==> src/rtl/sha_pkg.sv <==
// Segment heap allocator package: sizes, payload structs, cell command codes.
// Used by every module of the block; no dependencies.
package sha_pkg;

  localparam int MAX_SEGMENTS = 64;
  localparam int IDX_W        = $clog2(MAX_SEGMENTS);
  localparam int CNT_W        = $clog2(MAX_SEGMENTS + 1);
  localparam int ADDR_BITS    = 20;
  localparam int LEN_W        = ADDR_BITS + 1;
  localparam int NEED_W       = LEN_W + 1;

  localparam logic [2:0] ST_OK       = 3'd0;
  localparam logic [2:0] ST_NOFIT    = 3'd1;
  localparam logic [2:0] ST_FULL     = 3'd2;
  localparam logic [2:0] ST_NOTFOUND = 3'd3;
  localparam logic [2:0] ST_DOUBLE   = 3'd4;

  localparam logic [1:0] POL_FIRST = 2'd0;
  localparam logic [1:0] POL_NEXT  = 2'd1;
  localparam logic [1:0] POL_BEST  = 2'd2;
  localparam logic [1:0] POL_WORST = 2'd3;

  localparam logic OP_ALLOC = 1'b0;
  localparam logic OP_FREE  = 1'b1;

  localparam logic       CFG_POLICY = 1'b0;
  localparam logic       CFG_ARENA  = 1'b1;

  localparam logic [2:0] C_HOLD = 3'd0;
  localparam logic [2:0] C_ROT  = 3'd1;
  localparam logic [2:0] C_INS  = 3'd2;
  localparam logic [2:0] C_DEL  = 3'd3;
  localparam logic [2:0] C_WR   = 3'd4;
  localparam logic [2:0] C_INIT = 3'd5;

  typedef struct packed {
    logic        op;
    logic [20:0] req_bytes;
    logic [19:0] release_offset;
  } req_t;

  typedef struct packed {
    logic [2:0]  status;
    logic [19:0] grant_offset;
    logic [6:0]  segment_total;
  } rsp_t;

  typedef struct packed {
    logic [ADDR_BITS-1:0] start;
    logic [LEN_W-1:0]     len;
    logic                 busy;
  } seg_t;

  typedef struct packed {
    logic [2:0]       code;
    logic [IDX_W-1:0] idx;
    seg_t             wdata;
    seg_t             idata;
  } cell_cmd_t;

endpackage

==> src/rtl/sha_cell.sv <==
// One table slot of the segment chain: rotates, shifts for insert/delete, loads.
// Depends on sha_pkg.
module sha_cell import sha_pkg::*; (
  input  logic             clk,
  input  logic [IDX_W-1:0] pos,
  input  cell_cmd_t        cmd,
  input  seg_t             left,
  input  seg_t             right,
  output seg_t             seg
);

  seg_t seg_r, seg_nxt;
  logic [IDX_W:0] pos_w, idx_w;

  assign pos_w = {1'b0, pos};
  assign idx_w = {1'b0, cmd.idx};

  always_comb begin
    seg_nxt = seg_r;
    case (cmd.code)
      C_ROT: seg_nxt = right;
      C_INS: begin
        if (pos == cmd.idx) seg_nxt = cmd.wdata;
        else if (pos_w == idx_w + 1'b1) seg_nxt = cmd.idata;
        else if (pos > cmd.idx) seg_nxt = left;
      end
      C_DEL: if (pos >= cmd.idx) seg_nxt = right;
      C_WR:  if (pos == cmd.idx) seg_nxt = cmd.wdata;
      C_INIT: seg_nxt = (pos == '0) ? cmd.wdata : '0;
      default: seg_nxt = seg_r;
    endcase
  end

  always_ff @(posedge clk) begin
    seg_r <= seg_nxt;
  end

  assign seg = seg_r;

endmodule

==> config.mk <==
export PLATFORM = sky130hd
export DESIGN_NAME = sha_cell
export DESIGN_NICKNAME = d
export VERILOG_FILES = /design/src/rtl/sha_pkg.sv /design/src/rtl/sha_cell.sv
export SDC_FILE = /design/constraint.sdc
export NUM_CORES = 1
export LEC_CHECK = 0
export BUFFER_PORTS_ARGS = -buffer_cell sky130_fd_sc_hd__buf_2
export CAP_MARGIN = 20
export CORE_MARGIN = 1
export CORE_UTILIZATION = 25
export DETAILED_ROUTE_END_ITERATION = 8
export HOLD_SLACK_MARGIN = 0.1
export SETUP_SLACK_MARGIN = 0.3
export SLEW_MARGIN = 20
export SYNTH_ARGS = -nofsm -noshare
export SYNTH_HDL_FRONTEND = slang
export SYNTH_SLANG_ARGS = --single-unit
==> constraint.sdc <==
create_clock -name clk -period 8.1 [get_ports clk]
set_input_delay 0.81 -clock clk [delete_from_list [all_inputs] [get_ports clk]]
set_output_delay 0.81 -clock clk [all_outputs]
set_load 0.005 [all_outputs]
Word level (Yosys, flattened, before mapping):

Cells that the tools add are included.

* flip-flop bits (word level): 42
* bits of input ports: 184
* output and inout bits: 42
* logic and storage cells: 26

* $add $sub $neg: 1
* magnitude comparators: 2
* equality and inequality tests: 10
* muxes and demuxes: 7
* reductions and logical operators: 3

Operators with widths (number)
* $mux W42: 6
* $pmux W42 S5: 1
* $add A6 B1 Y7 const B: 1
* $eq A6 B7 Y1: 1
* $eq A3 B2 Y1 const B: 2
* $eq A3 B3 Y1 const B: 2
* $eq A6 B6 Y1: 1
* $ge A6 B6 Y1: 1
* $gt A6 B6 Y1: 1
* $logic_not A6 Y1: 1
* $reduce_bool A5 Y1: 1
* $ne A2 B2 Y1 const B: 2
* $ne A4 B4 Y1 const B: 1
* $reduce_and A4 Y1: 1
* $eq A3 B1 Y1 const B: 1

Logic depth before layout (Yosys ltp):

Gate-level depths: netlist (run 1).

* depth in word-level cells: 5
* depth in mapped cells: 9
* gate-level depth less buffers: 7

Worst setup path after synthesis (run 1):

No wires, ideal clock.

* kind: in2reg
* start: input port cmd[89] in the netlist's numbering
* end: register seg_r, in the netlist seg[0], enable pin
* library setup time: 407 ps
* arrival time: 3444 ps
* required time: 7693 ps
* slack: 4249 ps
* stages on the path: 9
* path buffers: 2
* path through: inv_1 ha_1 nand4_1 nor2_1 clkbuf_1 buf_2 a21oi_1 mux2i_1 o41a_1

* cells in the longest elaborated chain, start to end: 4
* elaborated cells on any way between the ends: 9
* those cells by class: add/sub: 1; order compare: 2; eq/ne: 5; reduce/logical: 1

RTL lines
* start: declaration: line sha_cell.sv:6 `input cell_cmd_t cmd,`
* $add A6 B1 Y7: line sha_cell.sv:24 `else if (pos_w == idx_w + 1'b1) seg_nxt = cmd.idata;`
* $eq A6 B7 Y1: line sha_cell.sv:24
* $ne A4 B4 Y1 (no source line)
* $reduce_and A4 Y1 (no source line) *
* end signal: assignment: line sha_cell.sv:35 `seg_r <= seg_nxt;`
* end: declaration: line sha_cell.sv:12 `seg_t seg_r, seg_nxt;`

Mark *: on every way between the ends. The rest lies on a longest branch, timed or not.
A chain may end at the register's enable or synchronous reset.

Worst setup path in the final report (run 1):

* start: input port cmd[86] in the netlist's numbering
* end: register seg_r, in the netlist seg[38], enable pin

The elaborated chain is that of the path after synthesis.

==> metrics.md, run 1 <==
| Metric | Value |
|---|---|
| Die W | `135 microns` |
| Post-synthesis sequential area ratio | `0.285` |
| Yosys warning count | `0` |
| Top_reg_cell synth | `edfxtp_1` |
| Drt first-iter violations | `318` |
| Layout cells sized above 1 | `0.413` |
| Row cnt | `48` |
| Flop pwr share | `0.379` |
| Vias in the first global route | `5450` |
| Arrival time worst endpoint | `3520 ps` |
| Final TNS setup | `0 ps` |
| Clock transition at path regs | `roughly 60 ps` |
| Fin util | `0.335` |
| Worst path cell trace | `buf_2 > inv_1 > ha_1 > nand4_1 > buf_4 > nor2_4 > a21oi_1 > mux2i_1 > o41a_4` |
| Clk root buf | `clkbuf_16` |
| Crit. End Element | `flip-flop` |
| CP Max Fanout | `44` |
| Cells after Synth | `538` |
| Post-CTS Hold Buffers | `0` |
| Clock share of power | `0.262` |
| Via count | `5334` |
| Unrepaired setup endpoints after global routing | `no` |
| DRT Pass-1 Iters | `5` |
| Number of flip-flops in the largest register | `42` |
| Internal power | `509 uW` |
| Clock buffer depth | `2` |
| LEAKAGE | `2.27 nW` |
| Post-CTS resize count | `0` |
| Full die area | `18200 sq um` |
| Setup Viol. Count Final | `0` |
| Overall power | `767 uW` |
| HP Class | `in2reg` |
| PortBufs | `225` |
| Count leader, synth | `a21oi_1` |
| Layout Area Growth over Synthesis | `30.9%` |
| Hold slack | `945 ps` |
| Share of async-settable or async-resettable flops after synthesis | `0` |
| Syn nets | `around 730` |
| Slew headroom | `0.256` |
| Sw Pwr | `258 uW` |
| Initial Utilization | `0.256` |
| Critical Path RT | `8020 ps` |
| Detailed-route vias per instance | `between 5 and 6` |
| Remaining DRCs | `0` |
| Status | `complete, no violations` |
| Startpoint types | `input pin` |
| Sw frac | `0.337` |
| Post-synth top cells | `a21oi_1 (86), nor2_1 (43)` |
| Post-Synthesis Mean Instance Area | `roughly 8 sq um` |
| Period utilisation layout | `0.443` |
| Synth unique cells | `44` |
| Clk sink count | `42` |
| Slew @ Worst Pin | `1120 ps` |
| Post-Syn Area | `4420 sq um` |
| Post-synth top area cell | `edfxtp_1` |
| Max_cap viols | `0` |
| HPWL after detailed placement | `11.5 mm` |
| Crit-path slowest cell | `nor2_4` |
| Yosys reg bits | `42` |
| Core footprint | `17300 sq um` |
| Design Area, Final | `approximately 5800 sq um` |
| Area share of the largest cell type after synthesis | `0.285` |
| Clock H-tree levels | `2` |
| Placed cell area | `5640 sq um` |
| Number of synthesized flops with an enable pin | `42` |
| Number of CTS-inserted buffers | `5` |
| First-pass GRT wire length | `28.9 mm` |
| ANT nets after route | `0` |
| Overall Global Routing Usage | `0.204` |
| CTS tree | `built` |
| Comb pwr share | `0.359` |
| Largest stage delay, worst path | `790 ps` |
| Power Density | `~130 nW/um^2` |
| Largest net degree at the start of global routing | `84` |
| Routed WL | `18.7 mm` |
| Max Clock Freq | `between 200 and 300 MHz` |
| Max-slew violation count | `0` |
| Remaining global-route overflow | `0` |
| Hold Violations, Final | `0` |
| Wirelength per Cell | `19.8 microns` |
| Final nets | `906` |
| Minimum clock period | `between 3000 and 4000 ps` |
| Routability congestion estimate | `0.804` |
| Post-CTS setup buffer count | `0` |
| I/O pins | `226` |
| Die Ht | `roughly 140 microns` |
| Maximum vdd drop | `between 0.06 and 0.07 mV` |
| CP Class | `in2reg` |
| Initial antenna violation count | `1` |
| Synth top area cells | `edfxtp_1 (29%), a21oi_1 (9.7%), a311o_2 (9.7%), o211ai_1 (7.0%), o21a_1 (7.0%)` |
-- power by group through the flow --
stage / Sequential (mW) / Clock (mW) / Combinational (mW)
after floorplan: 0.298 / 0 / 0.140
after global placement: 0.296 / 0 / 0.270
after detailed placement: 0.296 / 0 / 0.273
after CTS: 0.292 / 0.209 / 0.275
after global routing: 0.293 / 0.216 / 0.301
final: 0.291 / 0.201 / 0.276
-- per-layer routing --
metal,track usage,wire (microns),up-vias
li1,-,-,2511
met1,0.248,7890,2561
met2,0.363,9120,252
met3,0.0420,1540,10
met4,0.0512,122,0
met5,0,0,-
-- through the flow --
stage	cells	setup slack (ps)
after floorplan	538	4250
after global placement	933	4050
after detailed placement	933	3950
after CTS	941	4270
after global routing	942	4360
final	942	4510
-- placed cells by master, fill, tap and decap left out, types with 2 or more instances in the layout --
cell / instances
a31oi_1: 42
edfxtp_1: 42
a21oi_1: 86
nor3_1: 42
a311o_1: 3
o211ai_1: 41
o21ba_2: 2
clkbuf_16: 5
ha_1: 7
buf_4: 10
nor2_1: 42
inv_1: 7
or3_1: 41
o31ai_1: 2
o21ai_0: 2
nand4_1: 3
nand2_1: 2
buf_2: 225
a311o_2: 38
nor4_1: 2
o21a_1: 41
xor2_1: 4
-- worst paths after layout --
path / cells past startpoint / start / end / slack, ps
worst max-delay path: 9 / cmd[86] / seg[38] / 4510
worst min-delay path: 3 / cmd[72] / seg[30] / 950
-- final cells by class --
cell class	instances	area [sq um]
sequential	42	1260
clock inverter	2	8.76
tap	225	282
fill	1832	11500
timing repair buffer	235	1200
clock buffer	6	129
antenna	1	2.50
multi-input combinational	423	2880
inverter	8	30.0
-- kinds of logic after synthesis --
| group | share of synthesized area |
|---|---|
| muxes | 0.00226 |
| and+or+nand+nor | 0.167 |
| AOI/OAI and AO/OA | 0.432 |
| adders and majority gates | 0.0198 |
| xor gates and xnor gates | 0.0156 |
| buffers and inverters | 0.0781 |
| DFF | 0.285 |
-- worst max-delay path: cells and delay by family --
kind | cells | cell delay (ps)
AOI/OAI and AO/OA | 2 | 780
buffers and inverters | 3 | 540
muxes | 1 | 210
and+or+nand+nor | 2 | 870
adders and majority gates | 1 | 270
Power figures use the tool's default switching activity.
==> run 2, diff against run 1 <==
ABC_AREA = 1   (was unset)
clock period = 3.2 ns   (was 8.1 ns; I/O delays follow)
==> run 2 against run 1 <==
Critical path depth grew 1. Global-route usage fell by 4.5 points. Combinational power is 86% higher. Sequential power grew to 2.6 times the previous value. Clock-buffer cell count shrank 1. Wire length decreased by 34%. Synthesized area fell by 16%. Die area shrank 15%. Cell area is 10% lower. Cell count is 0.32% higher. Setup slack worse by 3300 ps. Largest power group unchanged.
==> metrics.md, run 2 <==
| Metric | Value |
|---|---|
| Status | `complete, no violations` |
| Most Crowded Layer GR | `met2` |
| Hold slack | `324 ps` |
| Die W | `roughly 120 microns` |
| HPWL after detailed placement | `9.53 mm` |
| CTS tree | `built` |
| CP Class | `in2reg` |
| Post-synth top area cell | `edfxtp_1` |
| Most frequent cells in the layout | `nand2_1 (234), buf_2 (225), inv_1 (60)` |
| Number of flip-flops in the largest register | `42` |
| Drt first-iter violations | `155` |
| Setup Viol. Count Final | `0` |
| Post-CTS setup buffer count | `0` |
| Routability congestion estimate | `0.783` |
| Cells after Synth | `544` |
| Row cnt | `44` |
| I/O pins | `between 200 and 250` |
| Most common cell after layout, fill and taps aside | `nand2_1` |
| Area share of the largest cell type after synthesis | `0.337` |
| Power Density | `about 340 nW/um^2` |
| Detailed-route vias per instance | `4.44` |
| Critical Path RT | `3160 ps` |
| Initial Utilization | `0.257` |
| Crit. End Element | `flip-flop` |
| CP Max Fanout | `21` |
| Final nets | `951` |
| Layout Area Growth over Synthesis | `39.0%` |
| Clock buffer depth | `2` |
| Yosys warning count | `0` |
| Synth top area cells | `edfxtp_1 (34%), nand2_1 (24%), nand3_2 (12%), nand3_1 (7.2%), o21ai_0 (6.2%)` |
| Number of synthesized flops with an enable pin | `42` |
| Placed cell area | `about 5100 sq um` |
| Core footprint | `between 10000 and 15000 sq um` |
| Hold Violations, Final | `0` |
| Post-CTS Hold Buffers | `0` |
| Met2 Usage GRT | `0.282` |
| Unrepaired setup endpoints after global routing | `no` |
| Routed WL | `12.3 mm` |
| Worst Hold Path EP | `seg[19]` |
| Top_reg_cell synth | `edfxtp_1` |
| Yosys reg bits | `42` |
| Largest net degree at the start of global routing | `46` |
| Post-synth top cells | `nand2_1 (234), inv_1 (60), nand3_1 (54)` |
| Clk sink count | `42` |
| Max-slew violation count | `0` |
| ANT nets after route | `0` |
| Post-CTS resize count | `0` |
| Grt met3 use | `0.0245` |
| Layout cells sized above 1 | `0.394` |
| Initial antenna violation count | `0` |
| Minimum clock period | `roughly 2000 ps` |
| Maximum vdd drop | `about 0.21 mV` |
| Overall Global Routing Usage | `0.159` |
| Remaining DRCs | `0` |
| Final TNS setup | `0 ps` |
| Slew headroom | `0.645` |
| Crit-path slowest cell | `ha_1` |
| Min-delay src | `right[19]` |
| Count leader, synth | `nand2_1` |
| Ant. Diodes | `0` |
| Hold path depth | `3` |
| Wirelength per Cell | `13.0 microns` |
| Arrival time worst endpoint | `1950 ps` |
| Slew @ Worst Pin | `531 ps` |
| First-pass GRT wire length | `around 20 mm` |
| DRT Pass-1 Iters | `4` |
| Clock transition at path regs | `60 ps` |
| Post-Place Cells | `937` |
| Syn nets | `735` |
| Full die area | `roughly 15000 sq um` |
| Largest stage delay, worst path | `300 ps` |
| Post-synthesis sequential area ratio | `0.337` |
| Max Clock Freq | `between 500 and 600 MHz` |
| Via count | `4200` |
| Max_cap viols | `0` |
| Design Area, Final | `5190 sq um` |
| Vias in the first global route | `3979` |
| Post-Syn Area | `3740 sq um` |
| PortBufs | `225` |
| Worst path cell trace | `buf_2 > inv_1 > ha_1 > nand2_1 > nor2_1 > nand3_4 > nand3_1 > o21ai_0 > nor2_4 > buf_4` |
| Synth unique cells | `26` |
| Period utilisation layout | `0.620` |
| Number of CTS-inserted buffers | `5` |
| Post-Synthesis Mean Instance Area | `approximately 7 sq um` |
| HP Class | `in2reg` |
| Share of async-settable or async-resettable flops after synthesis | `0` |
| Non-Filler Instances | `approximately 950` |
| LEAKAGE | `3.01 nW` |
| Die Ht | `about 120 microns` |
| Overall power | `between 1.5 and 2 mW` |
| Clock H-tree levels | `2` |
| Startpoint types | `input pin` |
| Remaining global-route overflow | `0` |
| Met1 Use GR | `0.202` |
| Clk root buf | `clkbuf_16` |
[run 2: cell types whose count changed after synthesis, sizes merged, moves of 42 or more]
cell | before | now
nand2 | 3 | 236
nand3 | 1 | 97
a21oi | 86 | 3
inv | 8 | 63
o21ai | 2 | 47
a31oi | 42 | 0
nor3 | 43 | 1
[run 2: power by group]
group / switching, mW / total (mW) / leakage, nW / internal, mW
clock: 0.210 / 0.495 / 0.0672 / 0.285
sequential: 0.0233 / 0.743 / 0.403 / 0.720
combinational: 0.277 / 0.512 / 2.54 / 0.235
total: 0.511 / 1.75 / 3.01 / 1.24
[run 2: worst max path at each step]
stage,startpoint,to,slack (ps),cells past startpoint
floorplan,pos[0],seg[0],660,12
global placement,cmd[87],seg[7],870,10
detailed placement,cmd[87],seg[6],860,10
CTS,cmd[87],seg[6],1170,10
global route,pos[0],seg[2],1010,13
finish,cmd[87],seg[0],1220,10
[run 2: cell type report]
type | count | area [sq um]
fillers | 1612 | 9340
multi-input cells | 409 | 2100
flip-flops and latches | 42 | 1260
repair buffers | 238 | 1220
inverters | 64 | 240
well taps | 184 | 230
clock buffers | 5 | 125
clock inverters | 3 | 16.3
[run 2: kinds of logic (layout without fill, tap and decap cells)]
kind of cell               count (synthesis)  after routing  synth area share
and+or+nand+nor                          349            349             0.452
buffers and inverters                     93            310             0.111
AOI/OAI and AO/OA                         53             53            0.0753
DFF                                       42             42             0.337
adders and majority gates                  7              7            0.0234
[run 2: per-layer routing]
layer / part of all wire / vias to the layer above
met5: 0 / -
met4: 0.0087 / 0
met3: 0.060 / 5
met2: 0.49 / 158
met1: 0.44 / 1851
li1: - / 2186
[run 2: critical path: cells and delay by family]
family          cells  cell delay [ps]
compound gates      1              140
fa+ha+maj           1              300
buf+inv             3              520
simple gates        5              660
[run 2: stage by stage]
stage / worst slack (ps) / util
floorplan: 657 / -
global placement: 868 / 0.348
detailed placement: 861 / 0.348
CTS: 1170 / 0.357
global route: 1010 / 0.357
finish: 1220 / 0.357
