<file path="config.mk">
export PLATFORM = sky130hd
export DESIGN_NAME = sha_ctrl
export DESIGN_NICKNAME = d
export VERILOG_FILES = /design/src/rtl/sha_pkg.sv /design/src/rtl/sha_ctrl.sv
export SDC_FILE = /design/constraint.sdc
export NUM_CORES = 1
export LEC_CHECK = 0
export ABC_CLOCK_PERIOD_IN_PS = 7400
export BUFFER_PORTS_ARGS = -buffer_cell sky130_fd_sc_hd__buf_2
export CAP_MARGIN = 20
export CORE_ASPECT_RATIO = 1.75
export CORE_MARGIN = 2
export CORE_UTILIZATION = 45
export DETAILED_ROUTE_END_ITERATION = 10
export HOLD_SLACK_MARGIN = 0.15
export PLACE_DENSITY = 0.66
export SYNTH_ARGS = -nofsm -noshare
export SYNTH_HDL_FRONTEND = slang
export SYNTH_SLANG_ARGS = --single-unit
</file>
<file path="constraint.sdc">
create_clock -name clk -period 7.4 [get_ports clk]
set_input_delay 0.74 -clock clk [delete_from_list [all_inputs] [get_ports clk]]
set_output_delay 0.74 -clock clk [all_outputs]
set_load 0.005 [all_outputs]
</file>
<file path="src/rtl/sha_pkg.sv">
// Segment heap allocator package: sizes, payload structs, cell command codes.
// Used by every module of the block; no dependencies.
package sha_pkg;

  localparam int MAX_SEGMENTS = 64;
  localparam int IDX_W        = $clog2(MAX_SEGMENTS);
  localparam int CNT_W        = $clog2(MAX_SEGMENTS + 1);
  localparam int ADDR_BITS    = 20;
  localparam int LEN_W        = ADDR_BITS + 1;
  localparam int NEED_W       = LEN_W + 1;

  localparam logic [2:0] ST_OK       = 3'd0;
  localparam logic [2:0] ST_NOFIT    = 3'd1;
  localparam logic [2:0] ST_FULL     = 3'd2;
  localparam logic [2:0] ST_NOTFOUND = 3'd3;
  localparam logic [2:0] ST_DOUBLE   = 3'd4;

  localparam logic [1:0] POL_FIRST = 2'd0;
  localparam logic [1:0] POL_NEXT  = 2'd1;
  localparam logic [1:0] POL_BEST  = 2'd2;
  localparam logic [1:0] POL_WORST = 2'd3;

  localparam logic OP_ALLOC = 1'b0;
  localparam logic OP_FREE  = 1'b1;

  localparam logic       CFG_POLICY = 1'b0;
  localparam logic       CFG_ARENA  = 1'b1;

  localparam logic [2:0] C_HOLD = 3'd0;
  localparam logic [2:0] C_ROT  = 3'd1;
  localparam logic [2:0] C_INS  = 3'd2;
  localparam logic [2:0] C_DEL  = 3'd3;
  localparam logic [2:0] C_WR   = 3'd4;
  localparam logic [2:0] C_INIT = 3'd5;

  typedef struct packed {
    logic        op;
    logic [20:0] req_bytes;
    logic [19:0] release_offset;
  } req_t;

  typedef struct packed {
    logic [2:0]  status;
    logic [19:0] grant_offset;
    logic [6:0]  segment_total;
  } rsp_t;

  typedef struct packed {
    logic [ADDR_BITS-1:0] start;
    logic [LEN_W-1:0]     len;
    logic                 busy;
  } seg_t;

  typedef struct packed {
    logic [2:0]       code;
    logic [IDX_W-1:0] idx;
    seg_t             wdata;
    seg_t             idata;
  } cell_cmd_t;

endpackage

</file>
<file path="src/rtl/sha_ctrl.sv">
// Sequencer: scans the rotating chain, decides fit or merge, issues cell edits.
// Depends on sha_pkg.
module sha_ctrl import sha_pkg::*; (
  input  logic             clk,
  input  logic             rst_n,
  input  logic             in_valid,
  output logic             in_stall,
  input  req_t             in_data,
  output logic             out_valid,
  input  logic             out_stall,
  output rsp_t             out_data,
  input  logic             cfg_valid,
  output logic             cfg_ready,
  input  logic             cfg_index,
  input  logic [20:0]      cfg_data,
  input  seg_t             head,
  output cell_cmd_t        cmd
);

  localparam logic [2:0] S_INIT = 3'd0;
  localparam logic [2:0] S_IDLE = 3'd1;
  localparam logic [2:0] S_SCAN = 3'd2;
  localparam logic [2:0] S_DEC  = 3'd3;
  localparam logic [2:0] S_WR   = 3'd4;
  localparam logic [2:0] S_DN   = 3'd5;
  localparam logic [2:0] S_DP   = 3'd6;
  localparam logic [2:0] S_OUT  = 3'd7;

  logic [2:0]        state_r, state_nxt;
  logic [1:0]        policy_r, policy_nxt;
  logic [20:0]       arena_r, arena_nxt;
  logic [CNT_W-1:0]  count_r, count_nxt;
  logic [IDX_W-1:0]  rover_r, rover_nxt;
  logic [IDX_W-1:0]  k_r, k_nxt;
  logic [IDX_W-1:0]  s_r, s_nxt;
  logic              op_r, op_nxt;
  logic [NEED_W-1:0] need_r, need_nxt;
  logic [19:0]       off_r, off_nxt;

  logic              fa_r, fa_nxt, fb_r, fb_nxt;
  logic [IDX_W-1:0]  ia_r, ia_nxt, ib_r, ib_nxt;
  seg_t              ea_r, ea_nxt, eb_r, eb_nxt;
  seg_t              pr_r, pr_nxt, pv_r, pv_nxt;
  logic              nx_ok_r, nx_ok_nxt;
  seg_t              nx_r, nx_nxt;

  logic              mn_r, mn_nxt, mp_r, mp_nxt;
  logic [2:0]        wcode_r, wcode_nxt;
  logic [IDX_W-1:0]  widx_r, widx_nxt;
  seg_t              wdat_r, wdat_nxt, idat_r, idat_nxt;
  logic [2:0]        st_r, st_nxt;
  logic [19:0]       grant_r, grant_nxt;

  logic              ovld_r, ovld_nxt;
  rsp_t              odat_r, odat_nxt;

  logic [NEED_W-1:0] arena_al;
  logic [LEN_W-1:0]  len0;
  logic              valid_k, fit;
  logic              pick_b;
  seg_t              pe;
  logic [IDX_W-1:0]  pi;
  logic              pfound;
  logic [LEN_W-1:0]  rest;
  logic              split;
  logic [IDX_W-1:0]  del_idx;

  assign arena_al = ({1'b0, arena_r} + NEED_W'(3)) & ~NEED_W'(3);
  assign len0 = (arena_al > NEED_W'(1 << ADDR_BITS)) ? LEN_W'(1 << ADDR_BITS)
                                                      : arena_al[LEN_W-1:0];

  assign valid_k = {1'b0, k_r} < count_r;
  assign fit = valid_k && !head.busy && ({1'b0, head.len} >= need_r);

  assign pick_b = (policy_r == POL_NEXT) && !fa_r;
  assign pe     = pick_b ? eb_r : ea_r;
  assign pi     = pick_b ? ib_r : ia_r;
  assign pfound = fa_r || fb_r;
  assign rest   = pe.len - need_r[LEN_W-1:0];
  assign split  = rest != '0;
  assign del_idx = (state_r == S_DN) ? widx_r + 1'b1 : widx_r;

  assign in_stall  = (state_r != S_IDLE) || cfg_valid;
  assign cfg_ready = (state_r == S_IDLE);
  assign out_valid = ovld_r;
  assign out_data  = odat_r;

  always_comb begin
    state_nxt = state_r;
    policy_nxt = policy_r;
    arena_nxt = arena_r;
    count_nxt = count_r;
    rover_nxt = rover_r;
    k_nxt = k_r;
    s_nxt = s_r;
    op_nxt = op_r;
    need_nxt = need_r;
    off_nxt = off_r;
    fa_nxt = fa_r;
    fb_nxt = fb_r;
    ia_nxt = ia_r;
    ib_nxt = ib_r;
    ea_nxt = ea_r;
    eb_nxt = eb_r;
    pr_nxt = pr_r;
    pv_nxt = pv_r;
    nx_ok_nxt = nx_ok_r;
    nx_nxt = nx_r;
    mn_nxt = mn_r;
    mp_nxt = mp_r;
    wcode_nxt = wcode_r;
    widx_nxt = widx_r;
    wdat_nxt = wdat_r;
    idat_nxt = idat_r;
    st_nxt = st_r;
    grant_nxt = grant_r;
    ovld_nxt = ovld_r && out_stall;
    odat_nxt = odat_r;
    cmd = '0;
    cmd.code = C_HOLD;

    case (state_r)
      S_INIT: begin
        cmd.code = C_INIT;
        cmd.wdata = '{start: '0, len: len0, busy: 1'b0};
        count_nxt = CNT_W'(1);
        rover_nxt = '0;
        state_nxt = S_IDLE;
      end
      S_IDLE: begin
        if (cfg_valid) begin
          if (cfg_index == CFG_POLICY) policy_nxt = cfg_data[1:0];
          else arena_nxt = cfg_data;
          state_nxt = S_INIT;
        end else if (in_valid) begin
          op_nxt = in_data.op;
          need_nxt = ({1'b0, in_data.req_bytes} + NEED_W'(3)) & ~NEED_W'(3);
          off_nxt = in_data.release_offset;
          s_nxt = ({1'b0, rover_r} < count_r) ? rover_r : '0;
          k_nxt = '0;
          fa_nxt = 1'b0;
          fb_nxt = 1'b0;
          nx_ok_nxt = 1'b0;
          pr_nxt = '0;
          state_nxt = S_SCAN;
        end
      end
      S_SCAN: begin
        cmd.code = C_ROT;
        pr_nxt = head;
        if (op_r == OP_ALLOC) begin
          case (policy_r)
            POL_FIRST: if (fit && !fa_r) begin
              fa_nxt = 1'b1; ia_nxt = k_r; ea_nxt = head;
            end
            POL_NEXT: begin
              if (fit && !fa_r && k_r >= s_r) begin
                fa_nxt = 1'b1; ia_nxt = k_r; ea_nxt = head;
              end
              if (fit && !fb_r) begin
                fb_nxt = 1'b1; ib_nxt = k_r; eb_nxt = head;
              end
            end
            POL_BEST: if (fit && (!fa_r || head.len <= ea_r.len)) begin
              fa_nxt = 1'b1; ia_nxt = k_r; ea_nxt = head;
            end
            default: if (fit && (!fa_r || head.len >= ea_r.len)) begin
              fa_nxt = 1'b1; ia_nxt = k_r; ea_nxt = head;
            end
          endcase
        end else begin
          if (valid_k && !fa_r && head.start == off_r) begin
            fa_nxt = 1'b1; ia_nxt = k_r; ea_nxt = head; pv_nxt = pr_r;
          end
          if (fa_r && {1'b0, k_r} == {1'b0, ia_r} + 1'b1) begin
            nx_ok_nxt = valid_k; nx_nxt = head;
          end
        end
        k_nxt = k_r + 1'b1;
        if (k_r == IDX_W'(MAX_SEGMENTS - 1)) state_nxt = S_DEC;
      end
      S_DEC: begin
        grant_nxt = '0;
        state_nxt = S_OUT;
        if (op_r == OP_ALLOC) begin
          if (!pfound) st_nxt = ST_NOFIT;
          else if (split && count_r == CNT_W'(MAX_SEGMENTS)) st_nxt = ST_FULL;
          else begin
            st_nxt = ST_OK;
            grant_nxt = pe.start;
            wcode_nxt = split ? C_INS : C_WR;
            widx_nxt = pi;
            wdat_nxt = '{start: pe.start, len: need_r[LEN_W-1:0], busy: 1'b1};
            idat_nxt = '{start: pe.start + need_r[ADDR_BITS-1:0], len: rest, busy: 1'b0};
            count_nxt = count_r + CNT_W'(split);
            if (split && rover_r > pi) rover_nxt = rover_r + 1'b1;
            if (policy_r == POL_NEXT) rover_nxt = pi;
            state_nxt = S_WR;
          end
        end else begin
          if (!fa_r) st_nxt = ST_NOTFOUND;
          else begin
            st_nxt = ea_r.busy ? ST_OK : ST_DOUBLE;
            mp_nxt = (ia_r != '0) && !pv_r.busy;
            mn_nxt = nx_ok_r && !nx_r.busy;
            wcode_nxt = C_WR;
            widx_nxt = ia_r;
            wdat_nxt.busy = 1'b0;
            wdat_nxt.start = ea_r.start;
            wdat_nxt.len = ea_r.len + ((nx_ok_r && !nx_r.busy) ? nx_r.len : '0);
            if ((ia_r != '0) && !pv_r.busy) begin
              widx_nxt = ia_r - 1'b1;
              wdat_nxt.start = pv_r.start;
              wdat_nxt.len = wdat_nxt.len + pv_r.len;
            end
            count_nxt = count_r - CNT_W'((ia_r != '0) && !pv_r.busy)
                        - CNT_W'(nx_ok_r && !nx_r.busy);
            state_nxt = S_WR;
          end
        end
      end
      S_WR: begin
        cmd.code = wcode_r;
        cmd.idx = widx_r;
        cmd.wdata = wdat_r;
        cmd.idata = idat_r;
        if (op_r == OP_ALLOC) state_nxt = S_OUT;
        else begin
          if (mp_r) widx_nxt = widx_r + 1'b1;
          if (mn_r) state_nxt = S_DN;
          else if (mp_r) state_nxt = S_DP;
          else state_nxt = S_OUT;
        end
      end
      S_DN, S_DP: begin
        cmd.code = C_DEL;
        cmd.idx = del_idx;
        if (rover_r >= del_idx && rover_r != '0) rover_nxt = rover_r - 1'b1;
        state_nxt = (state_r == S_DN && mp_r) ? S_DP : S_OUT;
      end
      S_OUT: begin
        if (!ovld_r || !out_stall) begin
          ovld_nxt = 1'b1;
          odat_nxt = '{status: st_r, grant_offset: grant_r,
                       segment_total: 7'(count_r)};
          state_nxt = S_IDLE;
        end
      end
      default: state_nxt = S_INIT;
    endcase
  end

  always_ff @(posedge clk) begin
    if (!rst_n) begin
      state_r <= S_INIT;
      policy_r <= POL_FIRST;
      arena_r <= 21'd65536;
      count_r <= CNT_W'(1);
      rover_r <= '0;
      ovld_r <= 1'b0;
    end else begin
      state_r <= state_nxt;
      policy_r <= policy_nxt;
      arena_r <= arena_nxt;
      count_r <= count_nxt;
      rover_r <= rover_nxt;
      ovld_r <= ovld_nxt;
    end
  end

  always_ff @(posedge clk) begin
    k_r <= k_nxt;
    s_r <= s_nxt;
    op_r <= op_nxt;
    need_r <= need_nxt;
    off_r <= off_nxt;
    fa_r <= fa_nxt;
    fb_r <= fb_nxt;
    ia_r <= ia_nxt;
    ib_r <= ib_nxt;
    ea_r <= ea_nxt;
    eb_r <= eb_nxt;
    pr_r <= pr_nxt;
    pv_r <= pv_nxt;
    nx_ok_r <= nx_ok_nxt;
    nx_r <= nx_nxt;
    mn_r <= mn_nxt;
    mp_r <= mp_nxt;
    wcode_r <= wcode_nxt;
    widx_r <= widx_nxt;
    wdat_r <= wdat_nxt;
    idat_r <= idat_nxt;
    st_r <= st_nxt;
    grant_r <= grant_nxt;
    odat_r <= odat_nxt;
  end

endmodule

</file>
# [After elaboration in Yosys (flattened, before gate mapping)]
# Cells that the tools add are included.
# W data, S select, Z words.
[op_classes] n_lt_le_gt_ge=9 add_sub_neg=15 reduce_logical=62 bitwise_logic=5 mux=96 n_eq_ne=45
[op_table] op="$mux W42" n=14
[op_table] op="$pmux W42 S2" n=2
[op_table] op="$mux W6" n=23
[op_table] op="$pmux W42 S3" n=1
[op_table] op="$mux W3" n=15
[op_table] op="$add A21 B2 Y22 const B" n=2
[op_table] op="$add A21 B21 Y21" n=2
[op_table] op="$mux W21" n=2
[op_table] op="$mux W41" n=1
[op_table] op="$pmux W6 S2" n=3
[op_table] op="$pmux W6 S3" n=2
[op_table] op="$ne A2 B2 Y1 const B" n=16
[op_table] op="$mux W7" n=4
[op_table] op="$ne A3 B3 Y1 const B" n=9
[op_table] op="$reduce_and A3 Y1" n=8
[op_table] op="$reduce_and A6 Y1" n=4
[op_table] op="$ge A21 B22 Y1" n=1
[op_table] op="$gt A22 B21 Y1 const B" n=1
[op_table] op="$ge A21 B21 Y1" n=1
[op_table] op="$le A21 B21 Y1" n=1
[op_table] op="$pmux W3 S7" n=1
[op_table] op="$reduce_bool A21 Y1" n=1
[op_table] op="$sub A21 B21 Y21" n=1
[op_table] op="$add A20 B20 Y20" n=1
[op_table] op="other kinds (43)" n=116
[totals] input_bits=111 register_bits=445 output_inout_bits=126

# [Longest topological paths before layout]
# Gate-level depths: netlist of run 1.
[depth] ltp_word=12 depth_mapped=27 mapped_depth_nobuf=24

# [Least setup slack after synthesis of run 1]
# Ideal clock, no wire load.
[synth_timing] kind="flip-flop to flip-flop" from="register fa_r" to="register wcode_r[1] (enable)" required_time_ns=6.900 synth_period_minus_slack_ns=8.174 n_path_buf=4 path_stages_with_launch=20 arrival_time_ns=7.674 setup_ns=0.500 slack_ns=-0.774 cell_sequence="edfxtp_1 -> clkbuf_1 -> nor2_2 -> clkbuf_1 -> clkbuf_1 -> buf_1 -> mux2i_1 -> ha_1 -> inv_1 -> fa_1 -> a21o_1 -> a221o_1 -> a211o_1 -> and3_4 -> a311oi_4 -> nand4_2 -> nor4_4 -> and2_1 -> nor3_1 -> nor3_1"
[synth_via] elab_chain_cells=8 word_cells_on_any_way=11
[synth_rtl] element="from (decl)" line="sha_ctrl.sv:40" text="logic fa_r, fa_nxt, fb_r, fb_nxt;"
[synth_rtl] element="from (signal assigned)" line="sha_ctrl.sv:277" text="fa_r <= fa_nxt;"
[synth_rtl] element="$logic_not A1 Y1"
[synth_rtl] element="$logic_and A1 B1 Y1" line="sha_ctrl.sv:75" text="assign pick_b = (policy_r == POL_NEXT) && !fa_r;"
[synth_rtl] element="$mux W42" line="sha_ctrl.sv:76" text="assign pe = pick_b ? eb_r : ea_r;"
[synth_rtl] element="$sub A21 B21 Y21" line="sha_ctrl.sv:79" text="assign rest = pe.len - need_r[LEN_W-1:0];"
[synth_rtl] element="$reduce_bool A21 Y1" line="sha_ctrl.sv:80" text="assign split = rest != '0;"
[synth_rtl] element="$logic_and A1 B1 Y1" line="sha_ctrl.sv:187" text="else if (split && count_r == CNT_W'(MAX_SEGMENTS)) st_nxt = ST_FULL;"
[synth_rtl] element="$ne A2 B2 Y1 (no source line)"
[synth_rtl] element="$reduce_and A4 Y1 (no source line) (*)"
[synth_rtl] element="to (signal assigned)" line="sha_ctrl.sv:289" text="wcode_r <= wcode_nxt;"
[synth_rtl] element="to (decl)" line="sha_ctrl.sv:48" text="logic [2:0] wcode_r, wcode_nxt;"
# Mark *: on every way between the ends. The rest lies on a longest branch, timed or not.
# A chain may end at the register's enable or synchronous reset.

# [Final worst setup path of run 1]
[layout_timing] from="register policy_r[0]" to="register count_r[6]"
[layout_via] elab_chain_cells=10 word_cells_on_any_way=13
[layout_rtl] element="from (decl)" line="sha_ctrl.sv:30" text="logic [1:0] policy_r, policy_nxt;"
[layout_rtl] element="from (signal assigned)" line="sha_ctrl.sv:263" text="policy_r <= policy_nxt;"
[layout_rtl] element="$eq A2 B1 Y1 (*)" line="sha_ctrl.sv:75"
[layout_rtl] element="$logic_and A1 B1 Y1 (*)" line="sha_ctrl.sv:75"
[layout_rtl] element="$mux W42 (*)" line="sha_ctrl.sv:76"
[layout_rtl] element="$sub A21 B21 Y21 (*)" line="sha_ctrl.sv:79"
[layout_rtl] element="via rest[17]" line="sha_ctrl.sv:64" text="logic [LEN_W-1:0] rest;"
[layout_rtl] element="$reduce_bool A21 Y1 (*)" line="sha_ctrl.sv:80"
[layout_rtl] element="via split" line="sha_ctrl.sv:65" text="logic split;"
[layout_rtl] element="$add A7 B1 Y7" line="sha_ctrl.sv:195" text="count_nxt = count_r + CNT_W'(split);"
[layout_rtl] element="$mux W7" line="sha_ctrl.sv:187"
[layout_rtl] element="$mux W7" line="sha_ctrl.sv:186" text="if (!pfound) st_nxt = ST_NOFIT;"
[layout_rtl] element="$mux W7" line="sha_ctrl.sv:185" text="if (op_r == OP_ALLOC) begin"
[layout_rtl] element="$pmux W7 S2" line="sha_ctrl.sv:122" text="case (state_r)"
[layout_rtl] element="to (signal assigned)" line="sha_ctrl.sv:265" text="count_r <= count_nxt;"
[layout_rtl] element="to (decl)" line="sha_ctrl.sv:32" text="logic [CNT_W-1:0] count_r, count_nxt;"
# Mark *: on every way through the listed nets, which the timed path passes. The rest lies on a longest branch. The select of a mux whose other input is x is not followed.

==> results.txt, run 1 <==
Most common cell in the netlist: edfxtp_1
Yosys Warn Count: 0
Top cells by area, synth: edfxtp_1, ha_1, xnor2_1
Internal power: 4.20 mW
CP max FO: 28
DR pass1 iterations: 5
Fin crit share: 81.7%
Count of final hold-check violations: 0
Worst hold endpoint: off_r[1]$_DFFE_PP_
Worst-path clk slew: 0.06 ns
Post-Synthesis Cells: 2164
HPWL after DPL: 54200 um
Post-synth top cells: edfxtp_1, nand2_1, ha_1, nor2_1, a21oi_1
Worst Hold Depth: 1
Switching fraction of total power: 25.7%
Fill cell count: 4634
R2R Path End: count_r[6]$_SDFFE_PN0P_
Vias in the first global route: 17759
Final Critical Period: 6.04 ns
Mean Syn Cell Area: 11.0 sq um
Reg2reg path depth: 22
Leakage power: 10.8 nW
Cell taking the most area after synthesis: edfxtp_1
Worst-skew pair later-pin latency: 0.57 ns
FMAX: 165 MHz
ANT nets after route: 0
HP Start: in_data[1]
Clk_skew: 0.0224 ns
GRT overflow: 0
Initial core utilization: 45.6%
Crit-path slowest cell: nor2_4
Hold Crit Class: in -> reg
Clk buf depth: 3
Status: finished clean
Clock sinks: 443
Post-Layout Cell Count: 3088
RSZ-0062 raised after global routing: false
VDD IR max: 0.000186 V
# DRC: 0
Slew margin rel.: 29.2%
I/O pins: 237
CTS tree: built
Clock power share: 37.1%
Final WL: 70800 um
Crit path largest cell delay: 0.60 ns
PwrDens: 208 nW/um^2
Slew Viols, Final: 0
Ys async rst share: 0%
Vias: 17534
Top delay family on crit path: simple AND/OR/NAND/NOR gates
CP cell instances: nand2b_1, nor2_4, buf_4, o21ai_0, ha_1, or3_1, nand3_1, nor2_1, a211oi_1, mux2i_1, nand2_1, nor4_1, nand4b_1, ha_1, ha_1, nor2b_1, nand2_1, nor4_1, a31oi_1, nor3_1, xnor2_1, nor2_1
Post-Syn Nets: 2433
CP arrival: 6.50 ns
Avg WL per Cell: 22.9 um
FP Rows: 111
Final #Nets: 2650
Num CTS Buffers: 43
Share of layout cells above drive strength 1: 15.6%
Sw power: 1.45 mW
Initial antenna violation count: 0
Mapped cell area: 23900 sq um
First-pass GRT wire length: 106000 um
Area Overhead vs Synth: 13.8%
Pin count of the biggest net entering global routing: 83
Die height: 309 um
WS Path Type: reg -> reg
Most frequent CP cell: ha_1
Setup TNS: 0 ns
Synth Register Bits: 443
Worst R2R Start: policy_r[0]$_SDFFE_PN0P_
Hold_buf cts: 0
Final Setup Violations: 0
Sequential Power Share: 51.0%
Buffer and inverter count on the worst path: 1
Vias per cell: 5.68
CTS H-tree depth: 2
All-Layer GR Usage: 25.9%
Inst Count DP: 3012
Hold_ws: 0.343 ns
Sequential area share after synthesis: 54.1%
Comb pwr share: 11.9%
Routability cong.: 0.940
Worst EP required: 7.86 ns
Post-CTS sizing: 0
Slew @ Worst Pin: 1.06 ns
Setup bufs post-CTS: 0
Distinct cell type count after synthesis: 78
Total power: 5.65 mW
Top FF cell, synth: edfxtp_1
Core box area: 52400 sq um
Clock root cell: clkbuf_16
Drt initial violations: 1218
Die area: 54900 sq um
Worst setup EP type: flop
Buffers on Ports: 235
Worst setup SP type: flop
# Max-Cap Violations: 0
EDFF count, synth: 403
Yosys top cell area share: 50.7%
Worst reg2reg setup slack: 1.36 ns
Die W: 178 um
power groups by stage:
stage	registers (mW)	clock network (mW)	logic (mW)
6_report	2.88	2.10	0.674
2_1_floorplan	2.90	0	0.436
4_1_cts	2.88	2.13	0.672
3_3_place_gp	2.93	0	0.653
5_1_grt	2.89	2.21	0.746
3_5_place_dp	2.93	0	0.667
registers in the layout, summed over array words and instances (netlist names), 7 cells and up:
signal / count
eb_r: 41
out_data: 30
count_r: 7
grant_r: 20
idat_r: 41
wdat_r: 42
need_r: 20
pr_r: 42
pv_r: 42
ea_r: 42
arena_r: 21
nx_r: 22
off_r: 20
metrics by stage:
| stage | util [%] | worst slack [ns] | area, sq um |
|---|---|---|---|
| 6_report | 51.8 | 1.36 | 27100 |
| 3_3_place_gp | 49.2 | 1.56 | 25800 |
| 3_5_place_dp | 49.3 | 1.50 | 25800 |
| 4_1_cts | 51.8 | 1.43 | 27100 |
| 2_1_floorplan | - | 0.274 | 23900 |
| 5_1_grt | 51.8 | 0.896 | 27100 |
worst max path at each step:
stage                             start                       to  slack, ns  cells after the start
5_1_grt        policy_r[0]$_SDFFE_PN0P_  count_r[6]$_SDFFE_PN0P_       0.90                     22
3_5_place_dp   policy_r[0]$_SDFFE_PN0P_  count_r[6]$_SDFFE_PN0P_       1.50                     22
3_3_place_gp   policy_r[0]$_SDFFE_PN0P_     idat_r[30]$_DFFE_PP_       1.56                     16
2_1_floorplan                   head[4]           fb_r$_DFFE_PP_       0.27                     11
4_1_cts        policy_r[0]$_SDFFE_PN0P_  count_r[6]$_SDFFE_PN0P_       1.43                     22
6_report       policy_r[0]$_SDFFE_PN0P_  count_r[6]$_SDFFE_PN0P_       1.36                     22
layer usage:
layer / up-vias / GRT usage, % / part of all wire (%)
li1: 8271 / - / -
met1: 8512 / 29.3 / 37
met2: 583 / 46.9 / 52
met3: 168 / 2.79 / 4.8
met4: 0 / 14.7 / 6.4
met5: - / 0 / 0
logic make-up after synthesis:
logic type                 synth area share (%)
AOI/OAI and AO/OA                          11.2
xor gates and xnor gates                   5.62
adders and majority gates                  8.45
buffers and inverters                      3.08
DFF                                        54.1
muxes                                      2.01
other                                    0.0157
and+or+nand+nor                            15.5
placed cells by master (no fill, tap or decap), drive strengths merged, types with 13 or more instances in the layout:
master / netlist / layout
a211oi: 14 / 14
a21o: 45 / 45
a21oi: 135 / 135
a31oi: 37 / 37
and2: 71 / 71
and3: 83 / 83
buf: 8 / 260
clkbuf: 80 / 55
clkinv: 1 / 13
dfxtp: 40 / 40
edfxtp: 403 / 403
ha: 153 / 153
inv: 103 / 105
mux2: 24 / 24
mux2i: 21 / 21
nand2: 216 / 216
nand2b: 19 / 19
nand3: 51 / 51
nand4: 20 / 20
nor2: 144 / 144
nor2b: 47 / 47
nor3: 34 / 34
nor4: 16 / 16
o21a: 17 / 17
o21ai: 108 / 108
xnor2: 105 / 105
xor2: 48 / 48
area by class of cell:
type                    instances  area [sq um]  share of cell area (%)
repair buffers                260          1420                    5.24
clock buffers                  55          1150                    4.25
well taps                     678           848                    3.13
diodes                          1          2.50                 0.00922
inverters                     104           390                    1.44
multi-input cells            1529         10300                    37.9
clock inverters                18           140                   0.516
flip-flops and latches        443         12900                    47.5
(Power assumes the default switching activity.)
==> run 2: changes to the inputs <==
--- a/config.mk
+++ b/config.mk
@@ -5,7 +5,7 @@
 export SDC_FILE = /design/constraint.sdc
 export NUM_CORES = 1
 export LEC_CHECK = 0
-export ABC_CLOCK_PERIOD_IN_PS = 7400
+export ABC_CLOCK_PERIOD_IN_PS = 6200
 export BUFFER_PORTS_ARGS = -buffer_cell sky130_fd_sc_hd__buf_2
 export CAP_MARGIN = 20
 export CORE_ASPECT_RATIO = 1.75
@@ -13,7 +13,7 @@
 export CORE_UTILIZATION = 45
 export DETAILED_ROUTE_END_ITERATION = 10
 export HOLD_SLACK_MARGIN = 0.15
-export PLACE_DENSITY = 0.66
+export PLACE_DENSITY = 0.63
 export SYNTH_ARGS = -nofsm -noshare
 export SYNTH_HDL_FRONTEND = slang
 export SYNTH_SLANG_ARGS = --single-unit
==> constraint.sdc (replaced) <==
create_clock -name clk -period 6.2 [get_ports clk]
set_input_delay 0.62 -clock clk [delete_from_list [all_inputs] [get_ports clk]]
set_output_delay 0.62 -clock clk [all_outputs]
set_load 0.005 [all_outputs]
==> run 2 against run 1 <==
  * Worst setup slack worse by 0.82 ns
  * Final cell count up 0.29%
  * Power up 23%
  * Sequential power up 19%
  * Routed wire length up 1.7%
  * Sequential cell count unchanged
  * Clock skew up 0.013 ns
  * Core utilization up 0.24 points
  * Critical path type unchanged
  * Largest power group unchanged
==> results.txt, run 2 (synthesized netlist as in run 1, its figures left out) <==
Status: finished clean
Vias in the first global route: 17453 (-1.7%)
Core box area: 52400 sq um (unchanged)
Worst-skew pair later-pin latency: 0.59 ns (+0.02 ns)
CP max FO: 22 (-21%)
I/O pins: 237 (unchanged)
Final #Nets: 2655 (+0.19%)
PwrDens: 254 nW/um^2 (+22%)
Avg WL per Cell: 23.3 um (+1.4%)
Worst setup EP type: flop
Clk buf depth: 3 (unchanged)
Setup TNS: 0 ns (unchanged)
Comb pwr share: 11.7% (-0.2 points)
Buffers on Ports: 235 (unchanged)
Clock root cell: clkbuf_16
First-pass GRT wire length: 106000 um (+0.56%)
HPWL after DPL: 54200 um (about the same)
Clock power share: 38.6% (+1.5 points)
Initial antenna violation count: 2 (+2)
Final WL: 72100 um (+1.7%)
Final Setup Violations: 0 (unchanged)
Commonest non-fill, non-tap cell in the layout: edfxtp_1
FP Rows: 111 (unchanged)
CP arrival: 6.00 ns (-0.50 ns)
CTS tree: built
Hold_ws: 0.202 ns (-0.141 ns)
Vias: 17642 (+0.62%)
Switching fraction of total power: 26.1% (+0.34 points)
Num CTS Buffers: 42 (-2.3%)
Routability cong.: 0.952 (+1.2%)
Slew @ Worst Pin: 1.04 ns (-0.0232 ns)
Most frequent cells in the layout: edfxtp_1, buf_2, nand2_1, ha_1, nor2_1
Area Overhead vs Synth: 14.3%
# DRC: 0 (unchanged)
WS Path Type: reg -> reg
Leakage power: 10.9 nW (+0.69%)
Finished Cell Area: 27300 sq um (+0.46%)
# Max-Cap Violations: 0 (unchanged)
Share of layout cells above drive strength 1: 16.1% (+0.47 points)
Post-CTS sizing: 0 (unchanged)
Slew margin rel.: 30.2% (+1.0 points)
Initial core utilization: 45.6% (unchanged)
Worst setup SP type: flop
GRT overflow: 0 (unchanged)
Clock sinks: 443 (unchanged)
Fin crit share: 91.4% (+9.7 points)
Slew Viols, Final: 0 (unchanged)
Final Util: 52.1% (+0.24 points)
RSZ-0062 raised after global routing: false
All-Layer GR Usage: 26.0% (+0.14 points)
CTS H-tree depth: 2 (unchanged)
Sw power: 1.81 mW (+24%)
Worst EP required: 6.53 ns (-1.33 ns)
ANT nets after route: 0 (unchanged)
Sequential Power Share: 49.7% (-1.3 points)
Setup bufs post-CTS: 0 (unchanged)
Internal power: 5.12 mW (+22%)
DP Area: 25800 sq um (about the same)
Clk_skew: 0.0351 ns (+0.0128 ns)
Drt initial violations: 1326 (+8.9%)
Hold_buf cts: 0 (unchanged)
VDD IR max: 0.000225 V (+21%)
Worst-path clk slew: 0.07 ns (about the same)
Count of final hold-check violations: 0 (unchanged)
Die area: 54900 sq um (unchanged)
Hold Crit Class: in -> reg
Vias per cell: 5.70 (+0.32%)
DR pass1 iterations: 5 (unchanged)
Final Critical Period: 5.67 ns (-0.376 ns)
# diodes: 0 (-1)
FMAX: 176 MHz (+6.6%)
Pin count of the biggest net entering global routing: 68 (-18%)
Die height: 309 um (unchanged)
Die W: 178 um (unchanged)
## run 2: routing by layer
metal	up-vias	GRT usage, %	share of wire (%)
met5	-	0	0
met4	0	12.8	5.2
met3	153	2.50	4.6
met2	637	47.1	52
met1	8564	30.6	39
li1	8288	-	-
## run 2: critical path, stage by stage (launching register included)
cell and delay [ns]:
edfxtp_1 0.36, nor2b_1 0.14, buf_4 0.29, nand2_1 0.14, fa_1 0.44, nor2b_1 0.18, o2111ai_1 0.19, and3_1 0.26
nor2_1 0.13, and2_1 0.15, o21ai_0 0.08, a211oi_1 0.35, ha_1 0.36, and2_1 0.20, a31o_2 0.21, a311oi_1 0.46
o21ai_0 0.17, a31oi_1 0.32, o2bb2ai_1 0.20, o21ai_0 0.13, xor2_1 0.16, nand2_1 0.09, xnor2_1 0.13, mux2_2 0.26
## run 2: final cells by class
type | instances | area, sq um
Sequential cell | 443 | 12900
Fill cell | 4615 | 25100
Timing Repair Buffer | 266 | 1440
Multi-Input combinational cell | 1529 | 10300
Tap cell | 678 | 848
Clock buffer | 47 | 1070
Clock inverter | 30 | 324
Inverter | 104 | 390
## run 2: stage by stage
| stage | std cells | power, mW | setup WS, ns |
|---|---|---|---|
| floorplan | 2164 | 3.98 | 0.0303 |
| global placement | 3018 | 4.29 | 0.836 |
| detailed placement | 3018 | 4.31 | 0.612 |
| CTS | 3095 | 6.97 | 0.593 |
| global route | 3097 | 7.16 | 0.120 |
| finish | 3097 | 6.93 | 0.533 |
## run 2: worst paths after layout
kind,startpoint,cells after the start,slack (ns),to
max,nx_r[0]$_DFFE_PP_,23,0.53,wdat_r[21]$_DFFE_PP_
min reg2reg,pr_r[18]$_SDFFCE_PN0P_,0,0.40,pv_r[18]$_DFFE_PP_
min,in_data[9],1,0.20,off_r[9]$_DFFE_PP_
max reg2reg,nx_r[0]$_DFFE_PP_,23,0.53,wdat_r[21]$_DFFE_PP_
## run 2: power by group through the flow
| stage | Combinational [mW] | Sequential [mW] | Clock [mW] |
|---|---|---|---|
| 6_report | 0.810 | 3.44 | 2.68 |
| 4_1_cts | 0.807 | 3.44 | 2.72 |
| 3_3_place_gp | 0.784 | 3.50 | 0 |
| 5_1_grt | 0.888 | 3.45 | 2.82 |
| 3_5_place_dp | 0.803 | 3.51 | 0 |
| 2_1_floorplan | 0.522 | 3.46 | 0 |
==> run 3: changes to the inputs <==
--- a/config.mk
+++ b/config.mk
@@ -8,12 +8,14 @@
 export ABC_CLOCK_PERIOD_IN_PS = 6200
 export BUFFER_PORTS_ARGS = -buffer_cell sky130_fd_sc_hd__buf_2
 export CAP_MARGIN = 20
+export CELL_PAD_IN_SITES_DETAIL_PLACEMENT = 0
+export CELL_PAD_IN_SITES_GLOBAL_PLACEMENT = 1
 export CORE_ASPECT_RATIO = 1.75
 export CORE_MARGIN = 2
-export CORE_UTILIZATION = 45
+export CORE_UTILIZATION = 48
 export DETAILED_ROUTE_END_ITERATION = 10
 export HOLD_SLACK_MARGIN = 0.15
-export PLACE_DENSITY = 0.63
+export PLACE_DENSITY = 0.81
 export SYNTH_ARGS = -nofsm -noshare
 export SYNTH_HDL_FRONTEND = slang
 export SYNTH_SLANG_ARGS = --single-unit
==> run 3 against run 2 <==
  * Sequential share of layout area is 0.15 points lower
  * Worst setup slack worse by 0.033 ns
  * Sequential power hardly changed
  * Clock skew is 0.020 ns higher
  * Largest power group unchanged
==> results.txt, run 3 (synthesized netlist as in run 1, its figures left out) <==
Status: finished clean
Clock root cell: clkbuf_16
Worst setup EP type: flop
VDD IR max: 0.000195 V (-13%)
Most frequent cells in the layout: edfxtp_1, buf_2, nand2_1, ha_1, nor2_1
# Max-Cap Violations: 0 (unchanged)
Die area: 51600 sq um (-6.1%)
I/O pins: 237 (unchanged)
Buffers on Ports: 235 (unchanged)
Final WL: 66900 um (-7.2%)
Post-CTS sizing: 0 (unchanged)
DR pass1 iterations: 5 (unchanged)
Routability cong.: 0.900 (-5.5%)
Vias in the first global route: 17367 (-0.49%)
Total power: 6.98 mW (+0.81%)
Fill cell count: 4286 (-7.1%)
CP arrival: 6.17 ns (+0.17 ns)
Comb pwr share: 11.4% (-0.3 points)
PwrDens: 255 nW/um^2 (+0.49%)
CTS H-tree depth: 2 (unchanged)
HPWL after DPL: 50800 um (-6.2%)
Sequential Power Share: 49.1% (-0.6 points)
Final Util: 55.5% (+3.4 points)
Initial core utilization: 48.4% (+2.8 points)
CTS tree: built
Vias per cell: 5.68 (-0.34%)
Clk_skew: 0.0555 ns (+0.0203 ns)
Setup TNS: 0 ns (unchanged)
All-Layer GR Usage: 25.5% (-0.55 points)
Setup bufs post-CTS: 0 (unchanged)
Slew @ Worst Pin: 0.933 ns (-0.106 ns)
Hold Crit Class: in -> reg
Slew margin rel.: 37.7% (+7.4 points)
Switching fraction of total power: 25.0% (-1.1 points)
Commonest non-fill, non-tap cell in the layout: edfxtp_1
Final Setup Violations: 0 (unchanged)
Final #Nets: 2656 (+0.038%)
FP Rows: 108 (-2.7%)
Initial antenna violation count: 2 (unchanged)
Slew Viols, Final: 0 (unchanged)
WS Path Type: reg -> reg
Num CTS Buffers: 42 (unchanged)
First-pass GRT wire length: 101000 um (-4.8%)
Vias: 17485 (-0.89%)
Drt initial violations: 1333 (+0.53%)
Worst setup SP type: flop
Sw power: 1.74 mW (-3.5%)
Worst-path clk slew: 0.07 ns (about the same)
Pin count of the biggest net entering global routing: 74 (+8.8%)
Internal power: 5.24 mW (+2.3%)
Clk buf depth: 3 (unchanged)
CP max FO: 34 (+55%)
Hold_ws: 0.207 ns (+0.00545 ns)
Area Overhead vs Synth: 14.7%
Final Critical Period: 5.70 ns (+0.0328 ns)
Clock power share: 39.5% (+0.9 points)
Share of layout cells above drive strength 1: 16.0% (-0.083 points)
# DRC: 0 (unchanged)
Count of final hold-check violations: 0 (unchanged)
GRT overflow: 0 (unchanged)
Die height: 299 um (-3.1%)
Worst EP required: 6.67 ns (+0.14 ns)
ANT nets after route: 0 (unchanged)
Clock sinks: 443 (unchanged)
Leakage power: 10.9 nW (+0.56%)
RSZ-0062 raised after global routing: false
Avg WL per Cell: 21.7 um (-6.7%)
FMAX: 175 MHz (-0.58%)
Worst-skew pair later-pin latency: 0.58 ns (about the same)
Die W: 173 um (-3.1%)
Fin crit share: 91.9% (+0.53 points)
Hold_buf cts: 0 (unchanged)
Core box area: 49300 sq um (-5.8%)
run 3: critical path, cell delays in order, from the launching register on:
cell	delay, ns
dfxtp_1	0.45
nand2b_1	0.36
nor2_4	0.26
buf_4	0.34
nand2_1	0.09
o21ai_0	0.16
ha_1	0.30
nor2b_1	0.14
o2111ai_1	0.34
nand3_1	0.24
a211oi_1	0.60
mux2i_1	0.34
nand2_1	0.12
nor4_1	0.32
nand4b_1	0.33
ha_1	0.33
ha_1	0.17
nor2b_1	0.15
nand2_1	0.10
nor4_1	0.04
a31oi_1	0.15
nor3_1	0.07
xnor2_1	0.16
nor2_1	0.05
run 3: final timing paths:
kind	startpoint	end	slack, ns	cells after the start
hold reg to reg	pr_r[40]$_SDFFCE_PN0P_	pv_r[40]$_DFFE_PP_	0.41	0
setup reg to reg	policy_r[0]$_SDFFE_PN0P_	count_r[6]$_SDFFE_PN0P_	0.50	23
setup / recovery	policy_r[0]$_SDFFE_PN0P_	count_r[6]$_SDFFE_PN0P_	0.50	23
hold / removal	in_data[6]	off_r[6]$_DFFE_PP_	0.21	1
run 3: metrics by stage:
stage,instances,worst slack (ns),area [sq um]
global placement,3002,0.695,25900
finish,3080,0.500,27400
CTS,3078,0.551,27300
detailed placement,3002,0.540,25900
floorplan,2164,0.0303,23900
global route,3080,0.0454,27400
run 3: cell type report:
| type | instances | area (sq um) | area share [%] |
|---|---|---|---|
| Timing Repair Buffer | 267 | 1470 | 5.39 |
| Antenna cell | 1 | 2.50 | 0.00915 |
| Inverter | 104 | 390 | 1.43 |
| Sequential cell | 443 | 12900 | 47.2 |
| Clock buffer | 51 | 1100 | 4.04 |
| Multi-Input combinational cell | 1529 | 10300 | 37.6 |
| Tap cell | 660 | 826 | 3.02 |
| Clock inverter | 25 | 367 | 1.34 |
run 3: power groups by stage:
stage	logic [mW]	registers, mW	clock network [mW]
2_1_floorplan	0.522	3.46	0
3_3_place_gp	0.771	3.49	0
3_5_place_dp	0.789	3.50	0
4_1_cts	0.794	3.43	2.80
5_1_grt	0.878	3.44	2.93
6_report	0.794	3.43	2.76
run 3: metal layers:
layer | GRT usage (%) | vias to the layer above | part of all wire [%]
met2 | 46.1 | 589 | 51
met3 | 2.72 | 108 | 5.5
li1 | - | 8308 | -
met4 | 11.1 | 0 | 4.6
met1 | 30.7 | 8480 | 39
met5 | 0 | - | 0
